<file path="config.mk">
export PLATFORM = sky130hd
export DESIGN_NAME = ldfa_queue
export DESIGN_NICKNAME = d
export VERILOG_FILES = /design/src/design/ldfa_pkg.sv /design/src/design/ldfa_queue.sv
export SDC_FILE = /design/constraint.sdc
export NUM_CORES = 1
export LEC_CHECK = 0
export BUFFER_PORTS_ARGS = -buffer_cell sky130_fd_sc_hd__buf_2
export CORE_MARGIN = 4
export CORE_UTILIZATION = 30
export DETAILED_ROUTE_END_ITERATION = 6
export GPL_TIMING_DRIVEN = 1
export HOLD_SLACK_MARGIN = 0.03
export MAX_ROUTING_LAYER = met4
export PLACE_DENSITY = 0.47
export SETUP_SLACK_MARGIN = 0.02
export SYNTH_ARGS = -nofsm -noshare
export SYNTH_HDL_FRONTEND = slang
export SYNTH_SLANG_ARGS = --single-unit
export TNS_END_PERCENT = 10
</file>
<file path="constraint.sdc">
create_clock -name clk -period 2.3 [get_ports clk]
set_input_delay 0.46 -clock clk [delete_from_list [all_inputs] [get_ports clk]]
set_output_delay 0.46 -clock clk [all_outputs]
set_load 0.01 [all_outputs]
</file>
<file path="src/design/ldfa_pkg.sv">
// shared types, constants and codes for the lexer automaton
package ldfa_pkg;

    localparam int MAX_STATES  = 64;
    localparam int MAX_COLUMNS = 32;
    localparam int ALPHA_SLOTS = 64;

    localparam int STATE_W = $clog2(MAX_STATES);
    localparam int COL_W   = $clog2(MAX_COLUMNS);
    localparam int SLOT_W  = $clog2(ALPHA_SLOTS);
    localparam int ADDR_W  = STATE_W + COL_W;

    // fixed widths of the configuration registers and item fields
    localparam int NUM_STATES_W  = 7;
    localparam int NUM_COLUMNS_W = 6;
    localparam int NUM_SYMBOLS_W = 7;
    localparam int CMD_W         = 3;
    localparam int SYM_W         = 8;
    localparam int ROW_W         = 6;
    localparam int COLIDX_W      = 5;
    localparam int TGT_W         = 8;
    localparam int IN_DATA_W     = 40;
    localparam int OUT_DATA_W    = 16;
    localparam int CFG_INDEX_W   = 2;
    localparam int CFG_DATA_W    = 7;

    localparam int QUEUE_DEPTH = 4;
    localparam int QPTR_W      = $clog2(QUEUE_DEPTH);
    localparam logic [QPTR_W:0] QUEUE_FULL = (QPTR_W + 1)'(QUEUE_DEPTH);

    localparam logic [NUM_STATES_W-1:0]  STATES_CAP  = NUM_STATES_W'(MAX_STATES);
    localparam logic [NUM_COLUMNS_W-1:0] COLUMNS_CAP = NUM_COLUMNS_W'(MAX_COLUMNS);
    localparam logic [NUM_SYMBOLS_W-1:0] SLOTS_CAP   = NUM_SYMBOLS_W'(ALPHA_SLOTS);

    typedef enum logic [CMD_W-1:0] {
        CMD_STEP   = 3'd0,
        CMD_ALPHA  = 3'd1,
        CMD_TRANS  = 3'd2,
        CMD_ACCEPT = 3'd3,
        CMD_RESET  = 3'd4
    } cmd_t;

    typedef enum logic [CFG_INDEX_W-1:0] {
        CFG_NUM_STATES  = 2'd0,
        CFG_NUM_COLUMNS = 2'd1,
        CFG_NUM_SYMBOLS = 2'd2,
        CFG_START_STATE = 2'd3
    } cfg_index_t;

    typedef enum logic [1:0] {
        OP_STEP,
        OP_TRANS,
        OP_ACCEPT,
        OP_RESET
    } op_t;

    localparam logic [1:0] ST_CONTINUE = 2'd0;
    localparam logic [1:0] ST_ACCEPT   = 2'd1;
    localparam logic [1:0] ST_FAIL     = 2'd2;

    typedef enum logic [1:0] {
        BK_IDLE,
        BK_READ1,
        BK_READ2
    } back_state_t;

    // one classified command between front and back
    typedef struct packed {
        op_t                     op;
        logic [ROW_W-1:0]        row;
        logic [COL_W-1:0]        col;
        logic signed [TGT_W-1:0] target;
        logic                    flag;
        logic                    found;
        logic                    col_err;
        logic                    la_ok;
        logic [COL_W-1:0]        la_col;
    } entry_t;

    // status in the lowest bits
    typedef struct packed {
        logic [STATE_W-1:0] state_now;
        logic               error_flag;
        logic [1:0]         status;
    } result_t;

endpackage

</file>
<file path="src/design/ldfa_queue.sv">
// short fifo of classified commands between front and back
module ldfa_queue
(
    input  logic             clk,
    input  logic             rst_n,
    input  logic             push_valid,
    output logic             push_ready,
    input  ldfa_pkg::entry_t push_entry,
    output logic             pop_valid,
    input  logic             pop_ready,
    output ldfa_pkg::entry_t pop_entry
);

    ldfa_pkg::entry_t entries_reg [ldfa_pkg::QUEUE_DEPTH];

    logic [ldfa_pkg::QPTR_W-1:0] wr_ptr_reg;
    logic [ldfa_pkg::QPTR_W-1:0] wr_ptr_next;
    logic [ldfa_pkg::QPTR_W-1:0] rd_ptr_reg;
    logic [ldfa_pkg::QPTR_W-1:0] rd_ptr_next;
    logic [ldfa_pkg::QPTR_W:0]   count_reg;
    logic [ldfa_pkg::QPTR_W:0]   count_next;
    logic                        do_push;
    logic                        do_pop;

    assign push_ready = count_reg != ldfa_pkg::QUEUE_FULL;
    assign pop_valid  = count_reg != '0;
    assign pop_entry  = entries_reg[rd_ptr_reg];
    assign do_push    = push_valid && push_ready;
    assign do_pop     = pop_valid && pop_ready;

    always_comb
    begin
        wr_ptr_next = do_push ? wr_ptr_reg + 1'b1 : wr_ptr_reg;
        rd_ptr_next = do_pop ? rd_ptr_reg + 1'b1 : rd_ptr_reg;
        count_next  = count_reg;
        if (do_push && !do_pop)
        begin
            count_next = count_reg + 1'b1;
        end
        else if (do_pop && !do_push)
        begin
            count_next = count_reg - 1'b1;
        end
    end

    always_ff @(posedge clk or negedge rst_n)
    begin
        if (!rst_n)
        begin
            wr_ptr_reg <= '0;
            rd_ptr_reg <= '0;
            count_reg  <= '0;
        end
        else
        begin
            wr_ptr_reg <= wr_ptr_next;
            rd_ptr_reg <= rd_ptr_next;
            count_reg  <= count_next;
        end
    end

    always_ff @(posedge clk)
    begin
        if (do_push)
        begin
            entries_reg[wr_ptr_reg] <= push_entry;
        end
    end

endmodule

</file>
==> run_results.csv <==
group,metric,value,unit
outcome,status,"complete, no violations",
placed_design,port_buffers,65,
power_and_ir_drop,power.internal,6.36,mW
power_and_ir_drop,power.share.sequential,37.3,%
detailed_routing,drt-total-wl,8.73,mm
layout,finish.net_count,326,
layout,post_route_cells_drive_above_1_share,50.8,%
timing,tightestPinTransition,0.333,ns
floorplanning,die_area,18000,µm²
global_route,via_count_of_the_first_global_routing_pass,2385,
logic_synthesis,asyncSetResetFlopFracSynth,5.51,%
logic_synthesis,synthTopCellsByArea,"edfxtp_1, mux4_2, dfrtp_1",
detailed_routing,via_per_inst,4.19,
global_route,global_route_wire_length_before_repair,13.7,mm
logic_synthesis,synth.top_cells.by_count,"edfxtp_1, mux4_2, dfrtp_1",
timing,timing.final.crit_period,2.24,ns
timing,rsz0062_at_grt,"true",
clock_network,cts_tree,"yes",
placed_design,place_hpwl,5.70,mm
run,drv_cap,0,
logic_synthesis,synth-edff-count,120,
logic_synthesis,synthesized_area_per_cell,24.9,µm²
timing,timing.clock.skew,0.00567,ns
power_and_ir_drop,fraction_of_power_consumed_by_the_clock_network,33.0,%
detailed_routing,firstDrtPassIters,4,
power_and_ir_drop,netSwitchingPower,2.32,mW
detailed_routing,wire_per_inst,17.1,µm
clock_network,cts_sinks,127,
critical_path,critPathMaxFanout,13,
logic_synthesis,syn_nets,232,
timing,final-max-slew-violation-count,0,
timing,setup_viol_count_final,0,
floorplanning,fp-row-count,45,
clock_network,cts-buffers-inserted,17,
floorplanning,die_y,134,µm
logic_synthesis,synth_sequential_area_ratio,79.1,%
logic_synthesis,synth_top_area_share,75.4,%
detailed_routing,detail-route-antenna-nets,0,
timing,setup_total_negative_slack,0,ns
global_route,grt_start_max_net_pins,20,
logic_synthesis,syn_area,4780,µm²
floorplanning,floorplan.initialDensity,31.0,%
clock_network,clk-insertion-delay-late,0.41,ns
critical_path,critPathKind,"reg2out",
detailed_routing,routed-via-count,2142,
logic_synthesis,synth.yosys.warnings,0,
placed_design,gp_congestion,0.705,
logic_synthesis,syn-instance-count,192,
floorplanning,core_region_area,15400,µm²
layout,flip_flop_count_of_the_largest_register_all_copies_and_words_added,120,
detailed_routing,remaining_drc_errors,0,
critical_path,cp.arrival,1.78,ns
logic_synthesis,synth.distinct_cells,19,
clock_network,htreeDepth,4,
logic_synthesis,synthMostInstantiatedCell,"edfxtp_1",
placed_design,post-place-cells,475,
critical_path,cp_data_required_time,1.84,ns
timing,hold_viol,0,
power_and_ir_drop,power.ir.vdd_worst,0.587,mV
power_and_ir_drop,power.switching_fraction,26.7,%
power_and_ir_drop,combinational_fraction_of_design_power,29.7,%
global_route,tot_gr_track_use,10.9,%
logic_synthesis,postSynth.topFlopCell,"edfxtp_1",
layout,final_cells,511,
critical_path,cp-end-kind,"output pin",
clock_network,cts_buffer_depth,2,
layout,utilization,40.3,%
timing,hold_slack,0.257,ns
logic_synthesis,synth_seq_cells,127,
floorplanning,floorplan.io_pins,66,
layout,synthToLayoutAreaGrowth,30.2,%
floorplanning,floorplan.die.width,134,µm
global_route,grt_overflow,0,
power_and_ir_drop,power_density,1390,nW/µm²
critical_path,cp-start-kind,"flop",
clock_network,clk_root_buffer_cell,"clkbuf_16",
min_path,min-delay-path-class,"in2reg",
power_and_ir_drop,power.static_leakage,2.19,nW
timing,max_freq,0.447,GHz
detailed_routing,dr.first_iter.drc_count,68,
timing,maxSlewHeadroom,77.8,%
global_route,antenna_violations_before_repair,1,
layout,fill_cells,1413,
clock_network,cts.clk_slew.worst_paths,0.06,ns
timing,final_min_period_over_clock_period,97.4,%
logic_synthesis,netlist.top_cell.by_area,"edfxtp_1",
per-layer routing:
metal	vias to the layer above	GRT usage [%]	part of all wire, %
met5	-	-	0
met4	0	4.58	1.6
met1	1078	12.6	43
li1	994	-	-
met3	12	4.91	6.1
met2	58	16.3	49
power groups by stage:
stage / clock [mW] / sequential, mW / combinational, mW
2_1_floorplan: 0 / 3.22 / 1.56
6_report: 2.87 / 3.24 / 2.57
3_5_place_dp: 0 / 3.31 / 2.34
4_1_cts: 2.95 / 3.24 / 2.40
3_3_place_gp: 0 / 3.29 / 2.32
5_1_grt: 3.06 / 3.28 / 2.80
kinds of logic (layout without fill, tap and decap cells):
| family | Yosys count | in the layout | synth area share [%] |
|---|---|---|---|
| and+or+nand+nor | 10 | 10 | 1.07 |
| adders and majority gates | 6 | 6 | 1.73 |
| other | 0 | 1 | 0 |
| buffers and inverters | 10 | 117 | 2.04 |
| DFF | 127 | 127 | 79.1 |
| AOI/OAI and AO/OA | 1 | 1 | 0.236 |
| xor gates and xnor gates | 6 | 6 | 1.10 |
| muxes | 32 | 32 | 14.8 |
worst max-delay path, stage by stage (launching register included):
cell	delay, ns
dfrtp_4	0.49
buf_12	0.18
mux4_2	0.54
buf_6	0.14
what timing repair did:
item / CTS / global route
gates cloned: 0 / 0
hold endpoints to repair: 7 / 0
setup endpoints to repair: 25 / 23
setup buffers: 2 / 0
hold buffers: 1 / 0
resized for setup: 1 / 20
final cells by class:
class | instances | area [µm²] | share of cell area, %
inverters | 3 | 11.3 | 0.181
diodes | 1 | 2.50 | 0.0402
repair buffers | 82 | 606 | 9.73
clock inverters | 15 | 219 | 3.52
well taps | 211 | 264 | 4.24
flip-flops and latches | 127 | 3780 | 60.8
multi-input cells | 55 | 911 | 14.6
clock buffers | 17 | 425 | 6.84
through the flow:
stage / worst slack [ns] / instance area (µm²) / power (mW)
floorplan: 0.267 / 4780 / 4.78
global placement: 0.271 / 5430 / 5.62
detailed placement: 0.167 / 5430 / 5.64
CTS: 0.0164 / 6100 / 8.59
global route: -0.0167 / 6220 / 9.15
finish: 0.0606 / 6220 / 8.67
final timing paths:
| path | startpoint | endpoint | slack, ns | cells past startpoint |
|---|---|---|---|---|
| worst min register to register | count_reg[0] | count_reg[0] | 0.52 | 1 |
| worst max-delay path | rd_ptr_reg[0] | pop_entry[21] | 0.06 | 3 |
| worst max register to register | count_reg[0] | count_reg[2] | 0.18 | 8 |
| worst min-delay path | push_entry[25] | entries_reg[3][25] | 0.26 | 1 |
| max in group asynchronous | rst_n | rd_ptr_reg[0] | 1.72 | 2 |
| min in group asynchronous | rst_n | count_reg[1] | 0.40 | 2 |
cells in the final DEF (no fill, tap or decap):
| master | n |
|---|---|
| inv_1 | 3 |
| nor2_1 | 2 |
| mux4_1 | 2 |
| dfrtp_4 | 1 |
| buf_4 | 13 |
| mux2_2 | 2 |
| clkinvlp_4 | 3 |
| mux4_2 | 28 |
| or3_1 | 1 |
| buf_6 | 18 |
| clkinv_4 | 3 |
| xnor2_1 | 4 |
| dfrtp_2 | 2 |
| fa_1 | 1 |
| edfxtp_1 | 120 |
| clkbuf_16 | 17 |
| nand3_1 | 1 |
| nand2_2 | 1 |
| a21boi_2 | 1 |
| clkinv_2 | 4 |
| bufinv_16 | 5 |
| dlygate4sd3_1 | 1 |
| dfrtp_1 | 4 |
| nand2_1 | 1 |
| buf_12 | 3 |
| diode_2 | 1 |
| buf_2 | 47 |
| ha_1 | 5 |
| and2_2 | 4 |
| xor2_1 | 2 |
Power figures use the tool's default switching activity.
