[src/design/ldfa_pkg.sv]
// shared types, constants and codes for the lexer automaton
package ldfa_pkg;

    localparam int MAX_STATES  = 64;
    localparam int MAX_COLUMNS = 32;
    localparam int ALPHA_SLOTS = 64;

    localparam int STATE_W = $clog2(MAX_STATES);
    localparam int COL_W   = $clog2(MAX_COLUMNS);
    localparam int SLOT_W  = $clog2(ALPHA_SLOTS);
    localparam int ADDR_W  = STATE_W + COL_W;

    // fixed widths of the configuration registers and item fields
    localparam int NUM_STATES_W  = 7;
    localparam int NUM_COLUMNS_W = 6;
    localparam int NUM_SYMBOLS_W = 7;
    localparam int CMD_W         = 3;
    localparam int SYM_W         = 8;
    localparam int ROW_W         = 6;
    localparam int COLIDX_W      = 5;
    localparam int TGT_W         = 8;
    localparam int IN_DATA_W     = 40;
    localparam int OUT_DATA_W    = 16;
    localparam int CFG_INDEX_W   = 2;
    localparam int CFG_DATA_W    = 7;

    localparam int QUEUE_DEPTH = 4;
    localparam int QPTR_W      = $clog2(QUEUE_DEPTH);
    localparam logic [QPTR_W:0] QUEUE_FULL = (QPTR_W + 1)'(QUEUE_DEPTH);

    localparam logic [NUM_STATES_W-1:0]  STATES_CAP  = NUM_STATES_W'(MAX_STATES);
    localparam logic [NUM_COLUMNS_W-1:0] COLUMNS_CAP = NUM_COLUMNS_W'(MAX_COLUMNS);
    localparam logic [NUM_SYMBOLS_W-1:0] SLOTS_CAP   = NUM_SYMBOLS_W'(ALPHA_SLOTS);

    typedef enum logic [CMD_W-1:0] {
        CMD_STEP   = 3'd0,
        CMD_ALPHA  = 3'd1,
        CMD_TRANS  = 3'd2,
        CMD_ACCEPT = 3'd3,
        CMD_RESET  = 3'd4
    } cmd_t;

    typedef enum logic [CFG_INDEX_W-1:0] {
        CFG_NUM_STATES  = 2'd0,
        CFG_NUM_COLUMNS = 2'd1,
        CFG_NUM_SYMBOLS = 2'd2,
        CFG_START_STATE = 2'd3
    } cfg_index_t;

    typedef enum logic [1:0] {
        OP_STEP,
        OP_TRANS,
        OP_ACCEPT,
        OP_RESET
    } op_t;

    localparam logic [1:0] ST_CONTINUE = 2'd0;
    localparam logic [1:0] ST_ACCEPT   = 2'd1;
    localparam logic [1:0] ST_FAIL     = 2'd2;

    typedef enum logic [1:0] {
        BK_IDLE,
        BK_READ1,
        BK_READ2
    } back_state_t;

    // one classified command between front and back
    typedef struct packed {
        op_t                     op;
        logic [ROW_W-1:0]        row;
        logic [COL_W-1:0]        col;
        logic signed [TGT_W-1:0] target;
        logic                    flag;
        logic                    found;
        logic                    col_err;
        logic                    la_ok;
        logic [COL_W-1:0]        la_col;
    } entry_t;

    // status in the lowest bits
    typedef struct packed {
        logic [STATE_W-1:0] state_now;
        logic               error_flag;
        logic [1:0]         status;
    } result_t;

endpackage

[src/design/ldfa_front.sv]
// front end: alphabet slots, character classification and command decode
module ldfa_front
(
    input  logic                                  clk,
    input  logic                                  in_valid,
    output logic                                  in_ready,
    input  logic [ldfa_pkg::CMD_W-1:0]            in_cmd,
    input  logic [ldfa_pkg::IN_DATA_W-1:0]        in_data,
    input  logic [ldfa_pkg::NUM_COLUMNS_W-1:0]    num_columns,
    input  logic [ldfa_pkg::NUM_SYMBOLS_W-1:0]    num_symbols,
    output logic                                  push_valid,
    input  logic                                  push_ready,
    output ldfa_pkg::entry_t                      push_entry
);

    logic [ldfa_pkg::SYM_W-1:0]    symbol;
    logic                          la_valid;
    logic [ldfa_pkg::SYM_W-1:0]    la_symbol;
    logic [ldfa_pkg::ROW_W-1:0]    row_index;
    logic [ldfa_pkg::COLIDX_W-1:0] column_index;
    logic signed [ldfa_pkg::TGT_W-1:0] target_state;
    logic                          accept_flag;

    logic [ldfa_pkg::SYM_W-1:0] sym_reg  [ldfa_pkg::ALPHA_SLOTS];
    logic [ldfa_pkg::COL_W-1:0] scol_reg [ldfa_pkg::ALPHA_SLOTS];

    logic [ldfa_pkg::NUM_SYMBOLS_W-1:0] limit;
    logic [ldfa_pkg::NUM_SYMBOLS_W-1:0] limit_raw;
    logic [ldfa_pkg::NUM_COLUMNS_W-1:0] cols_used;
    logic [ldfa_pkg::ALPHA_SLOTS-1:0]   hit_c;
    logic [ldfa_pkg::ALPHA_SLOTS-1:0]   hit_l;
    logic [ldfa_pkg::ALPHA_SLOTS-1:0]   first_c;
    logic [ldfa_pkg::ALPHA_SLOTS-1:0]   first_l;
    logic [ldfa_pkg::COL_W-1:0]         col_c;
    logic [ldfa_pkg::COL_W-1:0]         col_l;
    logic                               found_c;
    logic                               found_l;
    logic                               col_err_c;
    logic                               col_err_l;
    logic                               push_needed;
    logic                               alpha_wr;

    assign symbol       = in_data[7:0];
    assign la_valid     = in_data[8];
    assign la_symbol    = in_data[16:9];
    assign row_index    = in_data[22:17];
    assign column_index = in_data[27:23];
    assign target_state = in_data[35:28];
    assign accept_flag  = in_data[36];

    // zero slot count falls back to the column count
    assign limit_raw = (num_symbols != '0) ? num_symbols
                                           : ldfa_pkg::NUM_SYMBOLS_W'(num_columns);
    assign limit     = (limit_raw > ldfa_pkg::SLOTS_CAP) ? ldfa_pkg::SLOTS_CAP : limit_raw;
    assign cols_used = (num_columns > ldfa_pkg::COLUMNS_CAP) ? ldfa_pkg::COLUMNS_CAP
                                                              : num_columns;

    always_comb
    begin
        for (int i = 0; i < ldfa_pkg::ALPHA_SLOTS; i++)
        begin
            hit_c[i] = (sym_reg[i] == symbol) && (ldfa_pkg::NUM_SYMBOLS_W'(i) < limit);
            hit_l[i] = (sym_reg[i] == la_symbol) && (ldfa_pkg::NUM_SYMBOLS_W'(i) < limit);
        end
    end

    // isolate the lowest matching slot
    assign first_c = hit_c & (~hit_c + 1'b1);
    assign first_l = hit_l & (~hit_l + 1'b1);

    always_comb
    begin
        col_c = '0;
        col_l = '0;
        for (int i = 0; i < ldfa_pkg::ALPHA_SLOTS; i++)
        begin
            col_c = col_c | (first_c[i] ? scol_reg[i] : '0);
            col_l = col_l | (first_l[i] ? scol_reg[i] : '0);
        end
    end

    assign found_c   = |hit_c;
    assign found_l   = |hit_l;
    assign col_err_c = ldfa_pkg::NUM_COLUMNS_W'(col_c) >= cols_used;
    assign col_err_l = ldfa_pkg::NUM_COLUMNS_W'(col_l) >= cols_used;

    always_comb
    begin
        push_needed        = 1'b0;
        push_entry.op      = ldfa_pkg::OP_STEP;
        push_entry.row     = row_index;
        push_entry.col     = column_index;
        push_entry.target  = target_state;
        push_entry.flag    = accept_flag;
        push_entry.found   = found_c;
        push_entry.col_err = col_err_c;
        push_entry.la_ok   = la_valid && found_l && !col_err_l;
        push_entry.la_col  = col_l;
        case (ldfa_pkg::cmd_t'(in_cmd))
            ldfa_pkg::CMD_STEP:
            begin
                push_needed    = 1'b1;
                push_entry.col = col_c;
            end
            ldfa_pkg::CMD_TRANS:
            begin
                push_needed   = 1'b1;
                push_entry.op = ldfa_pkg::OP_TRANS;
            end
            ldfa_pkg::CMD_ACCEPT:
            begin
                push_needed   = 1'b1;
                push_entry.op = ldfa_pkg::OP_ACCEPT;
            end
            ldfa_pkg::CMD_RESET:
            begin
                push_needed   = 1'b1;
                push_entry.op = ldfa_pkg::OP_RESET;
            end
            default:
            begin
                push_needed = 1'b0;
            end
        endcase
    end

    assign in_ready   = push_ready;
    assign push_valid = in_valid && push_needed;
    assign alpha_wr   = in_valid && in_ready && (ldfa_pkg::cmd_t'(in_cmd) == ldfa_pkg::CMD_ALPHA);

    always_ff @(posedge clk)
    begin
        if (alpha_wr)
        begin
            sym_reg[row_index]  <= symbol;
            scol_reg[row_index] <= column_index;
        end
    end

endmodule

[config.mk]
export PLATFORM = sky130hd
export DESIGN_NAME = ldfa_front
export DESIGN_NICKNAME = d
export VERILOG_FILES = /design/src/design/ldfa_pkg.sv /design/src/design/ldfa_front.sv
export SDC_FILE = /design/constraint.sdc
export NUM_CORES = 2
export LEC_CHECK = 0
export ABC_AREA = 1
export BUFFER_PORTS_ARGS = -buffer_cell sky130_fd_sc_hd__buf_2
export CAP_MARGIN = 20
export CORE_MARGIN = 8
export CORE_UTILIZATION = 65
export CTS_BUF_LIST = sky130_fd_sc_hd__clkbuf_16
export DETAILED_ROUTE_END_ITERATION = 12
export MAX_ROUTING_LAYER = met4
export PLACE_DENSITY = 0.82
export SLEW_MARGIN = 30
export SYNTH_ARGS = -nofsm -noshare
export SYNTH_HDL_FRONTEND = slang
export SYNTH_SLANG_ARGS = --single-unit
[constraint.sdc]
create_clock -name clk -period 17.8 [get_ports clk]
set_input_delay 4.45 -clock clk [delete_from_list [all_inputs] [get_ports clk]]
set_output_delay 4.45 -clock clk [all_outputs]
set_load 0.05 [all_outputs]
==> results.sh <==
export IMPL_slew_violations=0
export IMPL_seq_area_um2=25000
export IMPL_critPathRequiredTime_ns=13.35
export IMPL_path_delay_family="simple AND/OR/NAND/NOR gates"
export IMPL_avgRoutedWirePerCell_um=34.2
export IMPL_multi_input_area_um2=21800
export IMPL_max_slew_margin_rel_pct=18.3
export IMPL_portBuffers=69
export IMPL_hpwl_mm=150
export IMPL_tightest_slew_ns=1.21
export IMPL_drt_iter0_drc=9038
export IMPL_p_switching_mw=1.21
export IMPL_drc=0
export IMPL_ys_ff_latch=832
export IMPL_initial_core_util_pct=65.7
export IMPL_crit_buf_inv=5
export IMPL_synth_cell_types=61
export IMPL_vias=44600
export IMPL_antenna_left=0
export IMPL_cpMaxStageDelayCell="nor2_4"
export IMPL_totalPowerFinal_mw=4.58
export IMPL_max_freq_mhz=62.3
export IMPL_synthTopCellsByArea="edfxtp_1 51%, xor2_1 8.0%, xnor2_1 8.0%, nand2_1 7.6%, nor2_1 4.7%"
export IMPL_period_share_pct=90.2
export IMPL_critical_path_class="in2out"
export IMPL_path_common_cell="nand2_1"
export IMPL_finalHoldViolCount=0
export IMPL_first_pass_iters=11
export IMPL_cts_sinks=832
export IMPL_cts_root_buf="clkbuf_16"
export IMPL_antenna_found_initial=12
export IMPL_leakagePower_nw=21.6
export IMPL_design_portCount=91
export IMPL_status="completed"
export IMPL_num_nets_final=5277
export IMPL_p_int_mw=3.37
export IMPL_drv_cap=0
export IMPL_place_area_um2=50500
export IMPL_clockBufferDepth=3
export IMPL_synth_largest_area_cell="edfxtp_1"
export IMPL_crit_fanout=8
export IMPL_worstHoldPathType="in2reg"
export IMPL_slowest_delay_ns=0.61
export IMPL_cts_buffers=88
export IMPL_cp_data_arrival_time_ns=11.61
export IMPL_synth_nets=5185
export IMPL_ys_async_sr_fraction_pct=0
export IMPL_cts_hold_fix_buffers=0
export IMPL_start_kind="input pin"
export IMPL_grt_max_degree=66
export IMPL_vdd_drop_max_mv=0.0972
export IMPL_cts_resized=0
export IMPL_power_switching_share_pct=26.4
export IMPL_clock_power_share_pct=43.0
export IMPL_dp_cells=6086
export IMPL_die_area_um2=84300
export IMPL_synth_seq_area_share_pct=51.1
export IMPL_synth_flop_cell="edfxtp_1"
export IMPL_layout_commonest_cell="nand2_1"
export IMPL_final_cell_mix="995 x nand2_1, 832 x edfxtp_1, 568 x nor2_1"
export IMPL_cts_clk_slew_worst_paths_ns=0.07
export IMPL_viasPerCell=7.12
export IMPL_largest_reg_flops=512
export IMPL_stdcell_count=6261
export IMPL_cts_tree="built"
export IMPL_final_cell_area_um2=53600
export IMPL_fill_cells=4869
export IMPL_yosysWarnings=0
export IMPL_grt_usage_pct=50.4
export IMPL_core_um2=74400
export IMPL_syn_area_um2=48900
export IMPL_endpoint_kind="primary output"
export IMPL_grt_pass1_wl_mm=300
export IMPL_layout_drive_gt1_share_pct=11.3
export IMPL_htreeDepth=3
export IMPL_post_cts_buffers=0
export IMPL_seqPwrFrac_pct=47.1
export IMPL_rows=100
export IMPL_overflow=0
export IMPL_fin_crit_ns=16.06
export IMPL_setup_viol=0
export IMPL_die_h_um=290
export IMPL_p_per_area_nw_per_um2=85.4
export IMPL_gp_congestion=1.16
export IMPL_die_w_um=290
export IMPL_synth_edff_count=832
export IMPL_syn_area_per_cell_um2=9.56
export IMPL_synthToLayoutAreaGrowth_pct=9.53
export IMPL_syn_inst=5116
export IMPL_combPwrFrac_pct=9.8
export IMPL_utilization_pct=72.0
export IMPL_totalWireLength_mm=214
export IMPL_post_synth_top_area_fraction_pct=51.1
export IMPL_grt_pass1_vias=42600
export IMPL_rsz0062_at_grt="no"
export IMPL_tns_ns=0
worst paths after layout:
kind / startpoint / endpoint / slack, ns / depth (start not counted)
worst max-delay path: num_symbols[6] / push_entry[5] / 1.74 / 33
worst min-delay path: in_data[5] / sym_reg[3][5]$_DFFE_PP_ / 4.15 / 1
metal layers:
layer / vias to the layer above / part of all wire [%] / global-route usage [%]
li1: 17600 / - / -
met1: 20800 / 34 / 61.5
met2: 4954 / 41 / 70.5
met3: 1267 / 18 / 20.6
met4: 0 / 7.9 / 28.9
met5: - / 0 / -
Yosys cell counts (27+ instances only):
cell,count
a21oi_1,35
buf_2,84
buf_4,50
edfxtp_1,832
inv_1,337
inv_2,36
nand2_1,996
nand2_2,32
nand3_1,383
nand4_1,316
nor2_1,606
nor2_2,32
nor2_4,27
nor3_1,55
nor4_1,125
o21ai_0,27
or2_2,78
xnor2_1,445
xor2_1,448
power by group through the flow:
stage	sequential, mW	clock, mW	combinational [mW]
after global placement	2.20	0	0.395
after global routing	2.16	2.00	0.453
after CTS	2.16	1.93	0.421
after detailed placement	2.20	0	0.411
final	2.16	1.97	0.450
after floorplan	2.20	0	0.248
kinds of logic (layout without fill, tap and decap cells):
| kind of cell | after synthesis | after routing | share of synthesized area [%] |
|---|---|---|---|
| adders and majority gates | 10 | 10 | 0.256 |
| AOI/OAI and AO/OA | 99 | 99 | 1.18 |
| DFF | 832 | 832 | 51.1 |
| xor gates and xnor gates | 893 | 893 | 16.0 |
| and+or+nand+nor | 2750 | 2750 | 26.7 |
| other | 0 | 11 | 0 |
| buffers and inverters | 532 | 697 | 4.74 |
final cells by class:
| cell class | instances | share of cell area [%] |
|---|---|---|
| diodes | 11 | 0.0514 |
| clock buffers | 90 | 4.20 |
| clock inverters | 73 | 1.43 |
| inverters | 381 | 2.68 |
| multi-input cells | 3752 | 40.7 |
| flip-flops and latches | 832 | 46.6 |
| well taps | 969 | 2.26 |
| repair buffers | 153 | 2.08 |
through the flow:
stage | hold slack, ns | setup WS (ns)
2_1_floorplan | 4.55 | 4.51
3_3_place_gp | 4.85 | 2.44
6_report | 4.15 | 1.74
3_5_place_dp | 4.85 | 2.35
5_1_grt | 4.17 | 1.80
4_1_cts | 4.15 | 2.32
Note: power is estimated with default switching activity, not from simulation.
